--- config.mk ---
export PLATFORM = sky130hd
export DESIGN_NAME = clipped_blit_fill_color_key
export DESIGN_NICKNAME = d
export VERILOG_FILES = /design/src/hw/rtl/cbf_pkg.sv /design/src/hw/rtl/clipped_blit_fill_color_key.sv /design/src/hw/rtl/cbf_engine.sv
export VERILOG_INCLUDE_DIRS = /design/src /design/src/hw/rtl
export SDC_FILE = /design/constraint.sdc
export NUM_CORES = 2
export LEC_CHECK = 0
export BUFFER_PORTS_ARGS = -buffer_cell sky130_fd_sc_hd__buf_2
export CELL_PAD_IN_SITES_DETAIL_PLACEMENT = 1
export CELL_PAD_IN_SITES_GLOBAL_PLACEMENT = 2
export CORE_MARGIN = 5
export CORE_UTILIZATION = 35
export DETAILED_ROUTE_END_ITERATION = 12
export PLACE_DENSITY_LB_ADDON = 0.1
export SYNTH_ARGS = -nofsm -noshare
export SYNTH_HDL_FRONTEND = slang
export SYNTH_SLANG_ARGS = --single-unit
--- constraint.sdc ---
create_clock -name clock -period 7 [get_ports clock]
set_input_delay 1.4 -clock clock [delete_from_list [all_inputs] [get_ports clock]]
set_output_delay 1.4 -clock clock [all_outputs]
set_load 0.005 [all_outputs]
--- src/hw/rtl/assert_macros.svh ---
// Assertion macros shared by the clipped blitter RTL.
// Needs signals named clock and reset in the including module.
`ifndef ASSERT_MACROS_SVH
`define ASSERT_MACROS_SVH

// Property must hold at every clock edge outside reset.
`define ASSERT_ALWAYS(label, expr, msg) \
   label: assert property (@(posedge clock) disable iff (reset) (expr)) \
      else $error(msg);

// Consequent must hold in the cycle after the antecedent.
`define ASSERT_NEXT(label, ante, cons, msg) \
   label: assert property (@(posedge clock) disable iff (reset) (ante) |=> (cons)) \
      else $error(msg);

`endif

--- src/hw/rtl/cbf_pkg.sv ---
// Types, constants and helper functions of the clipped blitter.
// Used by cbf_engine and clipped_blit_fill_color_key; no dependencies.
package cbf_pkg;

   localparam int COORD_BITS   = 16;
   localparam int PIXEL_BITS   = 32;
   localparam int ADDR_BITS    = 32;
   localparam int KEY_BITS     = 32;
   localparam int FRAME_BITS   = 13;
   localparam int BPP_BITS     = 3;
   localparam int STRIDE_BITS  = FRAME_BITS + 2;
   localparam int CSR_IDX_BITS = 3;
   localparam int CSR_DATA_BITS = 32;
   localparam int POS_BITS     = COORD_BITS + 2;
   localparam int PROD_BITS    = STRIDE_BITS + 1 + COORD_BITS;

   localparam logic [FRAME_BITS-1:0]  RESET_FRAME_WIDTH  = FRAME_BITS'(1024);
   localparam logic [FRAME_BITS-1:0]  RESET_FRAME_HEIGHT = FRAME_BITS'(768);
   localparam logic [BPP_BITS-1:0]    RESET_BPP          = BPP_BITS'(4);
   localparam logic [STRIDE_BITS-1:0] RESET_STRIDE       = STRIDE_BITS'(4096);

   typedef enum logic [1:0] {
      OP_FILL  = 2'd0,
      OP_COPY  = 2'd1,
      OP_KEYED = 2'd2,
      OP_PIXEL = 2'd3
   } op_type;

   typedef enum logic [CSR_IDX_BITS-1:0] {
      REG_FRAME_WIDTH  = 3'd0,
      REG_FRAME_HEIGHT = 3'd1,
      REG_BPP          = 3'd2,
      REG_FRAME_BASE   = 3'd3,
      REG_KEY_COLOR    = 3'd4
   } reg_type;

   typedef struct packed {
      op_type                  opcode;
      logic signed [COORD_BITS-1:0] pos_x;
      logic signed [COORD_BITS-1:0] pos_y;
      logic [COORD_BITS-1:0]   rect_width;
      logic [COORD_BITS-1:0]   rect_height;
      logic [PIXEL_BITS-1:0]   pixel_value;
   } req_type;

   typedef struct packed {
      logic                  write_enable;
      logic [ADDR_BITS-1:0]  write_address;
      logic [PIXEL_BITS-1:0] write_data;
      logic                  last;
   } rsp_type;

   typedef struct packed {
      logic [FRAME_BITS-1:0]  frame_width;
      logic [FRAME_BITS-1:0]  frame_height;
      logic [BPP_BITS-1:0]    bpp;
      logic [STRIDE_BITS-1:0] stride;
      logic [ADDR_BITS-1:0]   frame_base;
      logic [KEY_BITS-1:0]    key_color;
   } cfg_type;

   function automatic logic [BPP_BITS-1:0] eff_bpp(input logic [BPP_BITS-1:0] raw);
      logic [BPP_BITS-1:0] res;
      case (raw) inside
         3'd0:          res = 3'd1;
         [3'd1:3'd4]:   res = raw;
         default:       res = 3'd4;
      endcase
      return res;
   endfunction

   function automatic logic [STRIDE_BITS-1:0] stride_of(input logic [BPP_BITS-1:0] bpp,
                                                         input logic [FRAME_BITS-1:0] fw);
      return STRIDE_BITS'(STRIDE_BITS'(bpp) * STRIDE_BITS'(fw));
   endfunction

   function automatic logic [KEY_BITS-1:0] byte_mask(input logic [BPP_BITS-1:0] bpp);
      logic [KEY_BITS-1:0] res;
      case (bpp)
         3'd1:    res = 32'h0000_00FF;
         3'd2:    res = 32'h0000_FFFF;
         3'd3:    res = 32'h00FF_FFFF;
         default: res = 32'hFFFF_FFFF;
      endcase
      return res;
   endfunction

   function automatic logic [ADDR_BITS-1:0] scale_by_bpp(input logic [BPP_BITS-1:0] bpp,
                                                          input logic [ADDR_BITS-1:0] v);
      logic [ADDR_BITS-1:0] res;
      case (bpp)
         3'd1:    res = v;
         3'd2:    res = v << 1;
         3'd3:    res = v + (v << 1);
         default: res = v << 2;
      endcase
      return res;
   endfunction

endpackage

--- src/hw/rtl/clipped_blit_fill_color_key.sv ---
// Clipped 2D blitter: fill, copy and color-keyed copy into a linear frame buffer.
// Depends on cbf_pkg, cbf_engine and assert_macros.svh.
//
// Usage:
//   csr_*  : register writes (index, data), always ready; write only while idle.
//   req_*  : one request per cycle unless stalled. Opcodes fill, copy or keyed
//            copy start a rectangle; pixel advances one position in raster order.
//   rsp_*  : exactly one response per request: a frame buffer write when the
//            position is inside the frame (and not keyed out), plus last.
// Response: registered, into the output register or the skid buffer if blocked.
// Throughput: 1 request per cycle while req_stall is low; the raster position
//   update and the row start multiply both finish in the accept cycle.
// Stall: the response register plus a one-entry skid buffer let a request be
//   accepted while a response waits; req_stall rises once the skid holds data
//   and falls the cycle after rsp_stall releases.
// Reset: synchronous, active high; registers return to 1024x768, 4 bytes per
//   pixel, base and key zero; the engine goes idle and no response is held.
`include "assert_macros.svh"

module clipped_blit_fill_color_key (
   input  logic                                  clock,
   input  logic                                  reset,
   input  logic                                  req_valid,
   output logic                                  req_stall,
   input  logic [1:0]                            req_opcode,
   input  logic signed [cbf_pkg::COORD_BITS-1:0] req_pos_x,
   input  logic signed [cbf_pkg::COORD_BITS-1:0] req_pos_y,
   input  logic [cbf_pkg::COORD_BITS-1:0]        req_rect_width,
   input  logic [cbf_pkg::COORD_BITS-1:0]        req_rect_height,
   input  logic [cbf_pkg::PIXEL_BITS-1:0]        req_pixel_value,
   output logic                                  rsp_valid,
   input  logic                                  rsp_stall,
   output logic                                  rsp_write_enable,
   output logic [cbf_pkg::ADDR_BITS-1:0]         rsp_write_address,
   output logic [cbf_pkg::PIXEL_BITS-1:0]        rsp_write_data,
   output logic                                  rsp_last,
   input  logic                                  csr_valid,
   output logic                                  csr_ready,
   input  logic [cbf_pkg::CSR_IDX_BITS-1:0]      csr_index,
   input  logic [cbf_pkg::CSR_DATA_BITS-1:0]     csr_wdata
);

   logic [cbf_pkg::FRAME_BITS-1:0]  fw_ff;
   logic [cbf_pkg::FRAME_BITS-1:0]  fh_ff;
   logic [cbf_pkg::BPP_BITS-1:0]    bpp_ff;
   logic [cbf_pkg::STRIDE_BITS-1:0] stride_ff;
   logic [cbf_pkg::ADDR_BITS-1:0]   base_ff;
   logic [cbf_pkg::KEY_BITS-1:0]    key_ff;
   logic [cbf_pkg::BPP_BITS-1:0]    new_bpp;
   logic                            csr_write;

   cbf_pkg::req_type req;
   cbf_pkg::cfg_type cfg;
   cbf_pkg::rsp_type result;
   cbf_pkg::rsp_type out_ff, out_in;
   cbf_pkg::rsp_type skid_ff, skid_in;
   logic             out_valid_ff, out_valid_in;
   logic             skid_valid_ff, skid_valid_in;
   logic             req_accept;
   logic             out_take;

   assign csr_ready = 1'b1;
   assign csr_write = csr_valid && csr_ready;
   assign new_bpp   = cbf_pkg::eff_bpp(csr_wdata[cbf_pkg::BPP_BITS-1:0]);

   always_ff @(posedge clock) begin
      if (reset) begin
         fw_ff     <= cbf_pkg::RESET_FRAME_WIDTH;
         fh_ff     <= cbf_pkg::RESET_FRAME_HEIGHT;
         bpp_ff    <= cbf_pkg::RESET_BPP;
         stride_ff <= cbf_pkg::RESET_STRIDE;
         base_ff   <= '0;
         key_ff    <= '0;
      end else if (csr_write) begin
         unique case (cbf_pkg::reg_type'(csr_index))
            cbf_pkg::REG_FRAME_WIDTH: begin
               fw_ff     <= csr_wdata[cbf_pkg::FRAME_BITS-1:0];
               stride_ff <= cbf_pkg::stride_of(bpp_ff, csr_wdata[cbf_pkg::FRAME_BITS-1:0]);
            end
            cbf_pkg::REG_FRAME_HEIGHT: fh_ff <= csr_wdata[cbf_pkg::FRAME_BITS-1:0];
            cbf_pkg::REG_BPP: begin
               bpp_ff    <= new_bpp;
               stride_ff <= cbf_pkg::stride_of(new_bpp, fw_ff);
            end
            cbf_pkg::REG_FRAME_BASE: base_ff <= csr_wdata[cbf_pkg::ADDR_BITS-1:0];
            cbf_pkg::REG_KEY_COLOR:  key_ff  <= csr_wdata[cbf_pkg::KEY_BITS-1:0];
            default: ;
         endcase
      end
   end

   always_comb begin
      cfg.frame_width  = fw_ff;
      cfg.frame_height = fh_ff;
      cfg.bpp          = bpp_ff;
      cfg.stride       = stride_ff;
      cfg.frame_base   = base_ff;
      cfg.key_color    = key_ff;
      req.opcode       = cbf_pkg::op_type'(req_opcode);
      req.pos_x        = req_pos_x;
      req.pos_y        = req_pos_y;
      req.rect_width   = req_rect_width;
      req.rect_height  = req_rect_height;
      req.pixel_value  = req_pixel_value;
   end

   assign req_stall  = skid_valid_ff;
   assign req_accept = req_valid && !req_stall;
   assign out_take   = out_valid_ff && !rsp_stall;

   cbf_engine u_engine (
      .clock      (clock),
      .reset      (reset),
      .req_accept (req_accept),
      .req        (req),
      .cfg        (cfg),
      .result     (result)
   );

   always_comb begin
      out_in        = out_ff;
      skid_in       = skid_ff;
      out_valid_in  = out_valid_ff && !out_take;
      skid_valid_in = skid_valid_ff;
      if (skid_valid_ff) begin
         out_valid_in = 1'b1;
         if (out_take) begin
            out_in        = skid_ff;
            skid_valid_in = 1'b0;
         end
      end else if (req_accept) begin
         out_valid_in = 1'b1;
         if (!out_valid_ff || out_take) begin
            out_in = result;
         end else begin
            skid_in       = result;
            skid_valid_in = 1'b1;
         end
      end
   end

   always_ff @(posedge clock) begin
      if (reset) begin
         out_valid_ff  <= 1'b0;
         skid_valid_ff <= 1'b0;
      end else begin
         out_valid_ff  <= out_valid_in;
         skid_valid_ff <= skid_valid_in;
      end
   end

   always_ff @(posedge clock) begin
      out_ff  <= out_in;
      skid_ff <= skid_in;
   end

   assign rsp_valid         = out_valid_ff;
   assign rsp_write_enable  = out_ff.write_enable;
   assign rsp_write_address = out_ff.write_address;
   assign rsp_write_data    = out_ff.write_data;
   assign rsp_last          = out_ff.last;

   `ASSERT_ALWAYS(a_skid_behind_out, !skid_valid_ff || out_valid_ff, "skid holds data while output is empty")
   `ASSERT_ALWAYS(a_no_write_zero, !out_valid_ff || out_ff.write_enable || (out_ff.write_address == '0 && out_ff.write_data == '0), "response without write carries data")
   `ASSERT_NEXT(a_skid_fill_on_block, req_accept && out_valid_ff && rsp_stall && !skid_valid_ff, skid_valid_ff, "accepted request lost while output blocked")

endmodule

--- src/hw/rtl/cbf_engine.sv ---
// Raster walk of the clipped blitter: rectangle state, clipping, key test.
// Depends on cbf_pkg and assert_macros.svh; one request handled per cycle while req_accept is high.
`include "assert_macros.svh"

module cbf_engine (
   input  logic             clock,
   input  logic             reset,
   input  logic             req_accept,
   input  cbf_pkg::req_type req,
   input  cbf_pkg::cfg_type cfg,
   output cbf_pkg::rsp_type result
);

   cbf_pkg::op_type                      mode_ff, mode_in;
   logic                                 active_ff, active_in;
   logic signed [cbf_pkg::COORD_BITS-1:0] origin_x_ff, origin_x_in;
   logic signed [cbf_pkg::COORD_BITS-1:0] origin_y_ff, origin_y_in;
   logic [cbf_pkg::COORD_BITS-1:0]       span_w_ff, span_w_in;
   logic [cbf_pkg::COORD_BITS-1:0]       span_h_ff, span_h_in;
   logic [cbf_pkg::COORD_BITS-1:0]       column_ff, column_in;
   logic [cbf_pkg::COORD_BITS-1:0]       row_ff, row_in;
   logic [cbf_pkg::PIXEL_BITS-1:0]       fill_ff, fill_in;
   logic [cbf_pkg::ADDR_BITS-1:0]        line_ff, line_in;

   logic signed [cbf_pkg::PROD_BITS-1:0] start_offset;
   logic [cbf_pkg::ADDR_BITS-1:0]        line_start;
   logic signed [cbf_pkg::POS_BITS-1:0]  x_pos;
   logic signed [cbf_pkg::POS_BITS-1:0]  y_pos;
   logic                                 inside_x;
   logic                                 inside_y;
   logic [cbf_pkg::KEY_BITS-1:0]         kmask;
   logic                                 key_hit;
   logic [cbf_pkg::PIXEL_BITS-1:0]       color;
   logic [cbf_pkg::ADDR_BITS-1:0]        pixel_addr;
   logic                                 col_end;
   logic                                 is_last;
   logic [cbf_pkg::COORD_BITS:0]         col_p1;
   logic                                 is_start;

   assign is_start = (req.opcode != cbf_pkg::OP_PIXEL);

   assign start_offset = cbf_pkg::PROD_BITS'($signed({1'b0, cfg.stride})) *
                         cbf_pkg::PROD_BITS'(req.pos_y);
   assign line_start   = cfg.frame_base + cbf_pkg::ADDR_BITS'(start_offset);

   assign x_pos = $signed({{2{origin_x_ff[cbf_pkg::COORD_BITS-1]}}, origin_x_ff}) +
                  $signed({2'b00, column_ff});
   assign y_pos = $signed({{2{origin_y_ff[cbf_pkg::COORD_BITS-1]}}, origin_y_ff}) +
                  $signed({2'b00, row_ff});

   assign inside_x = !x_pos[cbf_pkg::POS_BITS-1] &&
      (x_pos[cbf_pkg::POS_BITS-2:0] < (cbf_pkg::POS_BITS-1)'(cfg.frame_width));
   assign inside_y = !y_pos[cbf_pkg::POS_BITS-1] &&
      (y_pos[cbf_pkg::POS_BITS-2:0] < (cbf_pkg::POS_BITS-1)'(cfg.frame_height));

   assign kmask   = cbf_pkg::byte_mask(cfg.bpp);
   assign key_hit = (((cbf_pkg::KEY_BITS'(req.pixel_value)) ^ cfg.key_color) & kmask) == '0;
   assign color   = ((mode_ff == cbf_pkg::OP_FILL) ? fill_ff : req.pixel_value) &
                    cbf_pkg::PIXEL_BITS'(kmask);
   assign pixel_addr = line_ff + cbf_pkg::scale_by_bpp(cfg.bpp, cbf_pkg::ADDR_BITS'(x_pos));

   assign col_p1  = (cbf_pkg::COORD_BITS+1)'(column_ff) + (cbf_pkg::COORD_BITS+1)'(1);
   assign col_end = (col_p1 >= {1'b0, span_w_ff});
   assign is_last = (column_ff == span_w_ff - cbf_pkg::COORD_BITS'(1)) &&
                    (row_ff == span_h_ff - cbf_pkg::COORD_BITS'(1));

   always_comb begin
      mode_in     = mode_ff;
      active_in   = active_ff;
      origin_x_in = origin_x_ff;
      origin_y_in = origin_y_ff;
      span_w_in   = span_w_ff;
      span_h_in   = span_h_ff;
      column_in   = column_ff;
      row_in      = row_ff;
      fill_in     = fill_ff;
      line_in     = line_ff;
      result      = '0;
      if (is_start) begin
         mode_in     = req.opcode;
         origin_x_in = req.pos_x;
         origin_y_in = req.pos_y;
         span_w_in   = req.rect_width;
         span_h_in   = req.rect_height;
         fill_in     = req.pixel_value;
         column_in   = '0;
         row_in      = '0;
         line_in     = line_start;
         active_in   = (req.rect_width != '0) && (req.rect_height != '0);
         result.last = !active_in;
      end else if (active_ff) begin
         if (inside_x && inside_y && !((mode_ff == cbf_pkg::OP_KEYED) && key_hit)) begin
            result.write_enable  = 1'b1;
            result.write_address = pixel_addr;
            result.write_data    = color;
         end
         result.last = is_last;
         if (is_last) begin
            active_in = 1'b0;
            column_in = '0;
            row_in    = '0;
         end else if (col_end) begin
            column_in = '0;
            row_in    = row_ff + cbf_pkg::COORD_BITS'(1);
            line_in   = line_ff + cbf_pkg::ADDR_BITS'(cfg.stride);
         end else begin
            column_in = col_p1[cbf_pkg::COORD_BITS-1:0];
         end
      end
   end

   always_ff @(posedge clock) begin
      if (reset) begin
         mode_ff   <= cbf_pkg::OP_FILL;
         active_ff <= 1'b0;
         column_ff <= '0;
         row_ff    <= '0;
      end else if (req_accept) begin
         mode_ff   <= mode_in;
         active_ff <= active_in;
         column_ff <= column_in;
         row_ff    <= row_in;
      end
   end

   always_ff @(posedge clock) begin
      if (req_accept) begin
         origin_x_ff <= origin_x_in;
         origin_y_ff <= origin_y_in;
         span_w_ff   <= span_w_in;
         span_h_ff   <= span_h_in;
         fill_ff     <= fill_in;
         line_ff     <= line_in;
      end
   end

   `ASSERT_ALWAYS(a_idle_counters_clear, active_ff || (column_ff == '0 && row_ff == '0), "idle engine with nonzero position")
   `ASSERT_NEXT(a_empty_start_idle, req_accept && is_start && req.rect_width == '0, !active_ff, "empty rectangle left engine active")
   `ASSERT_ALWAYS(a_last_ends_walk, !(req_accept && !is_start && active_ff && is_last) || !active_in, "last position did not end walk")

endmodule

== Yosys cells after proc, flatten, opt, wreduce, memory -nomap -nowiden ==
Cells that the tools add are included.
Widths: inputs -> output; s select.

* $lt $le $gt $ge: 5
* $mul: 3
* Reductions and logical operators: 44
* Bitwise operators: 5
* Mux-type cells: 35
* Add/subtract/negate cells: 10
* Eq/ne operators: 13

{| class="wikitable"
|+ Operator list
! cell !! number
|-
| $mux 66 || 5
|-
| $pmux 32 s3 || 2
|-
| $mux 32 || 5
|-
| $mux 65 || 2
|-
| $mux 16 || 8
|-
| $add 32x32->32 || 2
|-
| $and 32x32->32 || 2
|-
| $add 16x17->18 || 2
|-
| $lt 17x13->1 || 2
|-
| $add 32x15->32 || 1
|-
| $eq 16x16->1 || 2
|-
| $logic_not 32->1 || 1
|-
| $mul 16x16->32 || 1
|-
| $reduce_bool 16->1 || 2
|-
| $sub 16x1->16 const B || 2
|-
| $xor 32x32->32 || 1
|-
| $mul 3x13->15 || 2
|-
| $pmux 15 s2 || 1
|-
| $add 18x19->20 || 1
|-
| $add 16x1->17 const B || 1
|-
| $ge 17x16->1 || 1
|-
| $add 16x1->16 const B || 1
|-
| $reduce_and 2->1 || 8
|-
| $eq 3x2->1 const B || 4
|-
| 19 further kinds || 56
|}

* Bits in registers: 405
* Bits of input ports: 138
* Word-level logic and storage cells: 141
* Output and inout port bits: 69

== Depth between registers and ports, before layout ==
* Depth after elaboration: 13
* Mapped depth: 31
* Mapped depth without buffers: 30

== Hierarchy ==
From an unflattened synthesis, not the netlist that was laid out.

* Cells, all modules: 3,674
* Area total of the unflattened synthesis: 34,196.5 um2

{| class="wikitable"
|+ By module, submodules not included
! module !! sequential area each (um2) !! cells an instance !! area an instance (um2) !! times used
|-
| cbf_engine || 4,544.4 || 2,665 || 23,362.4 || 1
|-
| clipped_blit_fill_color_key || 6,165.9 || 1,009 || 10,834.1 || 1
|}

== Worst setup path before layout ==
Ideal clock, no wire load.

* Path kind: input port to flip-flop
* From: input req_pos_y[1] in the netlist's numbering
* To: register u_engine.line_ff[29] in the netlist's numbering, data pin
* Stages: 23
* Slack: -447 ps
* Path buffers: 1
* Data arrival time: 7,177 ps
* Library setup time: 270 ps
* Required time: 6,730 ps
* Path through: clkbuf_1 nand2_1 fa_1 inv_1 fa_1 inv_1 fa_1 inv_1 fa_1 inv_1 fa_1 inv_1 fa_1 ha_1 and4_1 a32o_1 or2_2 a211o_1 nor4_1 o21ai_0 a31oi_1 xor2_1 a21oi_1

* Word-level cells in the longest chain between the ends: 3

{| class="wikitable"
|+ Ends and longest elaborated chain
! what !! RTL line !! RTL
|-
| from (decl) || clipped_blit_fill_color_key.sv:27 || <nowiki>input logic signed [cbf_pkg::COORD_BITS-1:0] req_pos_y,</nowiki>
|-
| $mul 16x16->32 || cbf_engine.sv:42 || <nowiki>assign start_offset = cbf_pkg::PROD_BITS'($signed({1'b0, cfg.stride})) *</nowiki>
|-
| $add 32x32->32 || cbf_engine.sv:44 || <nowiki>assign line_start = cfg.frame_base + cbf_pkg::ADDR_BITS'(start_offset);</nowiki>
|-
| $mux 32 || cbf_engine.sv:79 || <nowiki>if (is_start) begin</nowiki>
|-
| named net u_engine.line_in, one bit || cbf_engine.sv:23 || <nowiki>logic [cbf_pkg::ADDR_BITS-1:0] line_ff, line_in;</nowiki>
|-
| to (signal assigned) || cbf_engine.sv:133 || <nowiki>line_ff <= line_in;</nowiki>
|-
| to (decl) || cbf_engine.sv:23 ||
|}

The timed path passes the listed nets, and every way through them passes these cells.
A chain may end at the register's enable or synchronous reset.

== Worst setup path in the final report ==
* From: input req_pos_y[10] in the netlist's numbering
* To: register u_engine.line_ff[31] in the netlist's numbering, data pin

The elaborated chain is that of the path after synthesis.

==> flow_metrics.py <==
metrics = {
    "run_status": {
        "outcome": "completed",
    },
    "grt": {
        "number_of_global_route_vias_before_repair": 28300,
        "grt_max_degree": 84,
        "grt_overflow_total": 0,
        "number_of_antenna_violations_at_the_first_check_in_global_routing": 17,
        "grt_first_pass_wirelength_um": 172000,
        "grt.total_usage_pct": 21.4,
    },
    "synthesis": {
        "synth_top_flop_cell": "sky130_fd_sc_hd__edfxtp_1",
        "synth_top_area_share_pct": 23.0,
        "synthesis.yosys.warnings": 0,
        "synth.most_common_cell": "sky130_fd_sc_hd__nand2_1",
        "synthTopCellsByArea": "sky130_fd_sc_hd__edfxtp_1 23%, sky130_fd_sc_hd__fa_1 14%, sky130_fd_sc_hd__ha_1 11%",
        "syn-cell-area_sq_mm": 0.0339,
        "unique_cell_type_count_in_the_yosys_netlist": 81,
        "average_footprint_of_a_synthesized_cell_sq_um": 9.17,
        "synth-edff-count": 260,
        "synthTopCellsByCount": "569 x sky130_fd_sc_hd__nand2_1, 403 x sky130_fd_sc_hd__inv_1, 291 x sky130_fd_sc_hd__ha_1",
        "synth_seq_area_share_pct": 31.6,
        "synthDominantAreaCellType": "sky130_fd_sc_hd__edfxtp_1",
        "async_reset_ff_share_pct": 0,
        "netlist_instances": 3700,
        "postSynthNetCount": 4369,
        "ys_seq_elements": 405,
    },
    "power_and_ir_drop": {
        "p_leak_nw": 17.1,
        "power.switching_mw": 2.98,
        "power_switching_share_pct": 34.5,
        "internal-power_mw": 5.66,
        "comb_power_share_pct": 34.4,
        "clockPowerShare_pct": 31.9,
        "power.density_mw_per_mm2": 219,
        "seq_power_share_pct": 33.7,
        "max-vdd-ir-drop_v": 0.000207,
    },
    "critical_path": {
        "setup.worst_path.start_class": "input pin",
        "crit_required_ns": 7.36,
        "sum_of_buffers_and_inverters_on_the_critical_path": 5,
        "path_class": "in -> reg",
        "worst_path_cell_with_the_longest_stage_delay": "sky130_fd_sc_hd__fa_1",
        "critical_path_arrival_ns": 7.13,
        "cp-end-kind": "register",
        "crit_path_max_fanout": 8,
        "crit_path_frequent_cell": "sky130_fd_sc_hd__fa_1",
        "cpLargestDelayFamily": "adder cells",
        "slowest_delay_ns": 0.57,
        "path_cells": "buf_2, and2_4, fa_1, fa_1, inv_1, fa_1, inv_1, fa_1, inv_1, fa_1, inv_1, fa_1, ha_4, a21oi_2, o21ai_0, a32o_2, or2_4, a211o_1, nor4_4, o2111ai_2, a31oi_2, xnor2_1, a21oi_1",
    },
    "die": {
        "die_w_um": 321,
        "core_sq_mm": 0.0964,
        "floorplan.die_area_sq_mm": 0.103,
        "placement_rows": 114,
        "start_util_pct": 35.2,
        "die_height_um": 321,
        "top_level_ports": 207,
    },
    "sta": {
        "setup-tns-final_ns": 0,
        "timing.max_slew.rel_slack_pct": 39.1,
        "period_needed_ns": 6.77,
        "setup_violations": 0,
        "fmax_mhz": 148,
        "finalCritPeriodShare_pct": 96.8,
        "worst_pin_slew_ns": 0.913,
        "finalClockSkew_ns": 0.0561,
        "rsz_0062_raised_after_global_routing": "true",
        "final-hold-violation-count": 0,
        "final-max-slew-violation-count": 0,
    },
    "routing": {
        "drtIter0Drc": 1423,
        "first_pass_iters": 5,
        "post-route-drc-count": 0,
        "drt-vias-per-instance": 5.06,
        "routed_wire_length_um": 112000,
        "vias": 26900,
        "ant_nets": 0,
        "post_drt_wl_per_cell_um": 21.0,
    },
    "place": {
        "place_inst": 5208,
        "io_buffer_count": 205,
        "place_congestion": 0.834,
        "place.detailed.hpwl_um": 90500,
    },
    "clock_tree": {
        "clock_pin_transition_on_the_worst_setup_and_hold_timing_paths_ns": 0.06,
        "cts_htree_levels": 2,
        "worstSkewPairLatency_ns": 0.64,
        "cts_tree": "yes",
        "numCtsBuffers": 51,
        "clock_tree_root_buffer_cell": "sky130_fd_sc_hd__clkbuf_16",
        "clock_sinks": 405,
        "cts_max_path_buffers": 3,
    },
    "flow_run": {
        "maxCapViolations": 0,
    },
    "hold_path": {
        "worst_hold_path_type": "reg -> reg",
    },
    "finish": {
        "area_delta_synth_final_pct": 16.4,
        "final_nets": 4659,
        "instances_no_fill": 5316,
        "drive_above_1_share_pct": 14.0,
    },
}
power groups by stage:
| stage | sequential, mW | clock [mW] | combinational (mW) |
|---|---|---|---|
| 2_1_floorplan | 2.88 | 0 | 1.92 |
| 3_3_place_gp | 2.96 | 0 | 2.90 |
| 3_5_place_dp | 2.96 | 0 | 2.93 |
| 4_1_cts | 2.91 | 2.84 | 2.96 |
| 5_1_grt | 2.93 | 2.94 | 3.34 |
| 6_report | 2.91 | 2.75 | 2.97 |
worst min-delay path, cell delays in order, from the launching register on:
cell and delay [ns]:
sky130_fd_sc_hd__dfxtp_1 0.31, sky130_fd_sc_hd__nand2_1 0.05, sky130_fd_sc_hd__a21oi_1 0.05
timing repair:
item / in CTS / in global routing
gates resized for setup: 0 / 50
hold buffers: 0 / 0
endpoints found under the setup margin: 0 / 24
buffers inserted: 0 / 5
layout make-up:
cell class / instances / area, sq um
fill: 11300 / 56900
tap: 1276 / 1600
antenna: 7 / 17.5
inverter: 403 / 1510
clock inverter: 28 / 329
timing repair buffer: 388 / 2500
multi-input combinational: 2741 / 21400
clock buffer: 68 / 1450
sequential: 405 / 10700
flip-flops by register name, summed over array words and instances (netlist names), 32 cells and up:
register,cells
rsp_write_address,32
skid_ff,66
key_ff,32
u_engine.line_ff,32
u_engine.fill_ff,32
rsp_write_data,32
base_ff,32
layer usage:
metal	GRT usage, %	part of all wire [%]	routed length [um]	vias up
met1	31.2	49	55000	13300
met3	2.42	3.7	4120	101
met2	34.7	45	50600	363
li1	-	-	-	13100
met4	4.00	1.9	2150	0
met5	0	0	0	-
logic make-up (layout without fill, tap and decap cells):
kind of cell	count (synthesis)	after routing	share of synthesized area (%)
multiplexers	67	67	2.08
other	1	8	0.0111
adder cells (fa/ha/maj)	531	531	24.9
XOR/XNOR	238	238	6.14
AND/OR/NAND/NOR	1234	1234	16.8
buffers and inverters	554	887	6.23
AO/OA/AOI/OAI	670	670	12.3
flip-flops	405	405	31.6
final timing paths:
kind,slack (ns),cells after the start,end,startpoint
setup / recovery,0.23,23,u_engine.line_ff[31],req_pos_y[10]
hold / removal,0.46,2,base_ff[3],base_ff[3]
setup reg to reg,0.32,22,u_engine.line_ff[31],stride_ff[10]
hold reg to reg,0.46,2,base_ff[3],base_ff[3]
per-stage QoR:
| step | power, mW | setup slack, ns | utilization (%) | hold slack, ns | instance area [sq um] |
|---|---|---|---|---|---|
| 2_1_floorplan | 4.80 | 0.00950 | - | 0.436 | 34200 |
| 3_3_place_gp | 5.86 | -0.445 | 38.9 | 0.443 | 37500 |
| 3_5_place_dp | 5.89 | -0.521 | 38.9 | 0.455 | 37500 |
| 4_1_cts | 8.71 | 0.123 | 40.7 | 0.465 | 39300 |
| 5_1_grt | 9.20 | -0.00745 | 41.0 | 0.480 | 39500 |
| 6_report | 8.64 | 0.226 | 41.0 | 0.461 | 39500 |
cells in the final DEF, fill, tap and decap left out, types with 18 or more instances in the layout:
| cell type | n |
|---|---|
| sky130_fd_sc_hd__nand2b_1 | 34 |
| sky130_fd_sc_hd__inv_1 | 401 |
| sky130_fd_sc_hd__and2_1 | 106 |
| sky130_fd_sc_hd__buf_4 | 181 |
| sky130_fd_sc_hd__xor2_1 | 108 |
| sky130_fd_sc_hd__edfxtp_1 | 260 |
| sky130_fd_sc_hd__ha_1 | 286 |
| sky130_fd_sc_hd__a31oi_1 | 18 |
| sky130_fd_sc_hd__or3_1 | 18 |
| sky130_fd_sc_hd__mux2_2 | 28 |
| sky130_fd_sc_hd__o21bai_1 | 22 |
| sky130_fd_sc_hd__nor3_1 | 71 |
| sky130_fd_sc_hd__nand4_1 | 25 |
| sky130_fd_sc_hd__buf_2 | 196 |
| sky130_fd_sc_hd__o31ai_1 | 49 |
| sky130_fd_sc_hd__and3_1 | 27 |
| sky130_fd_sc_hd__clkbuf_16 | 53 |
| sky130_fd_sc_hd__nand2_1 | 559 |
| sky130_fd_sc_hd__nor2_1 | 206 |
| sky130_fd_sc_hd__a211oi_1 | 18 |
| sky130_fd_sc_hd__mux2i_1 | 39 |
| sky130_fd_sc_hd__a21o_1 | 45 |
| sky130_fd_sc_hd__nor4_1 | 26 |
| sky130_fd_sc_hd__nand3_1 | 55 |
| sky130_fd_sc_hd__a21oi_1 | 263 |
| sky130_fd_sc_hd__xnor2_1 | 128 |
| sky130_fd_sc_hd__fa_1 | 238 |
| sky130_fd_sc_hd__o21ai_0 | 113 |
| sky130_fd_sc_hd__dfxtp_1 | 143 |
| sky130_fd_sc_hd__nor2b_1 | 42 |
Note: power is estimated with default switching activity, not from simulation.
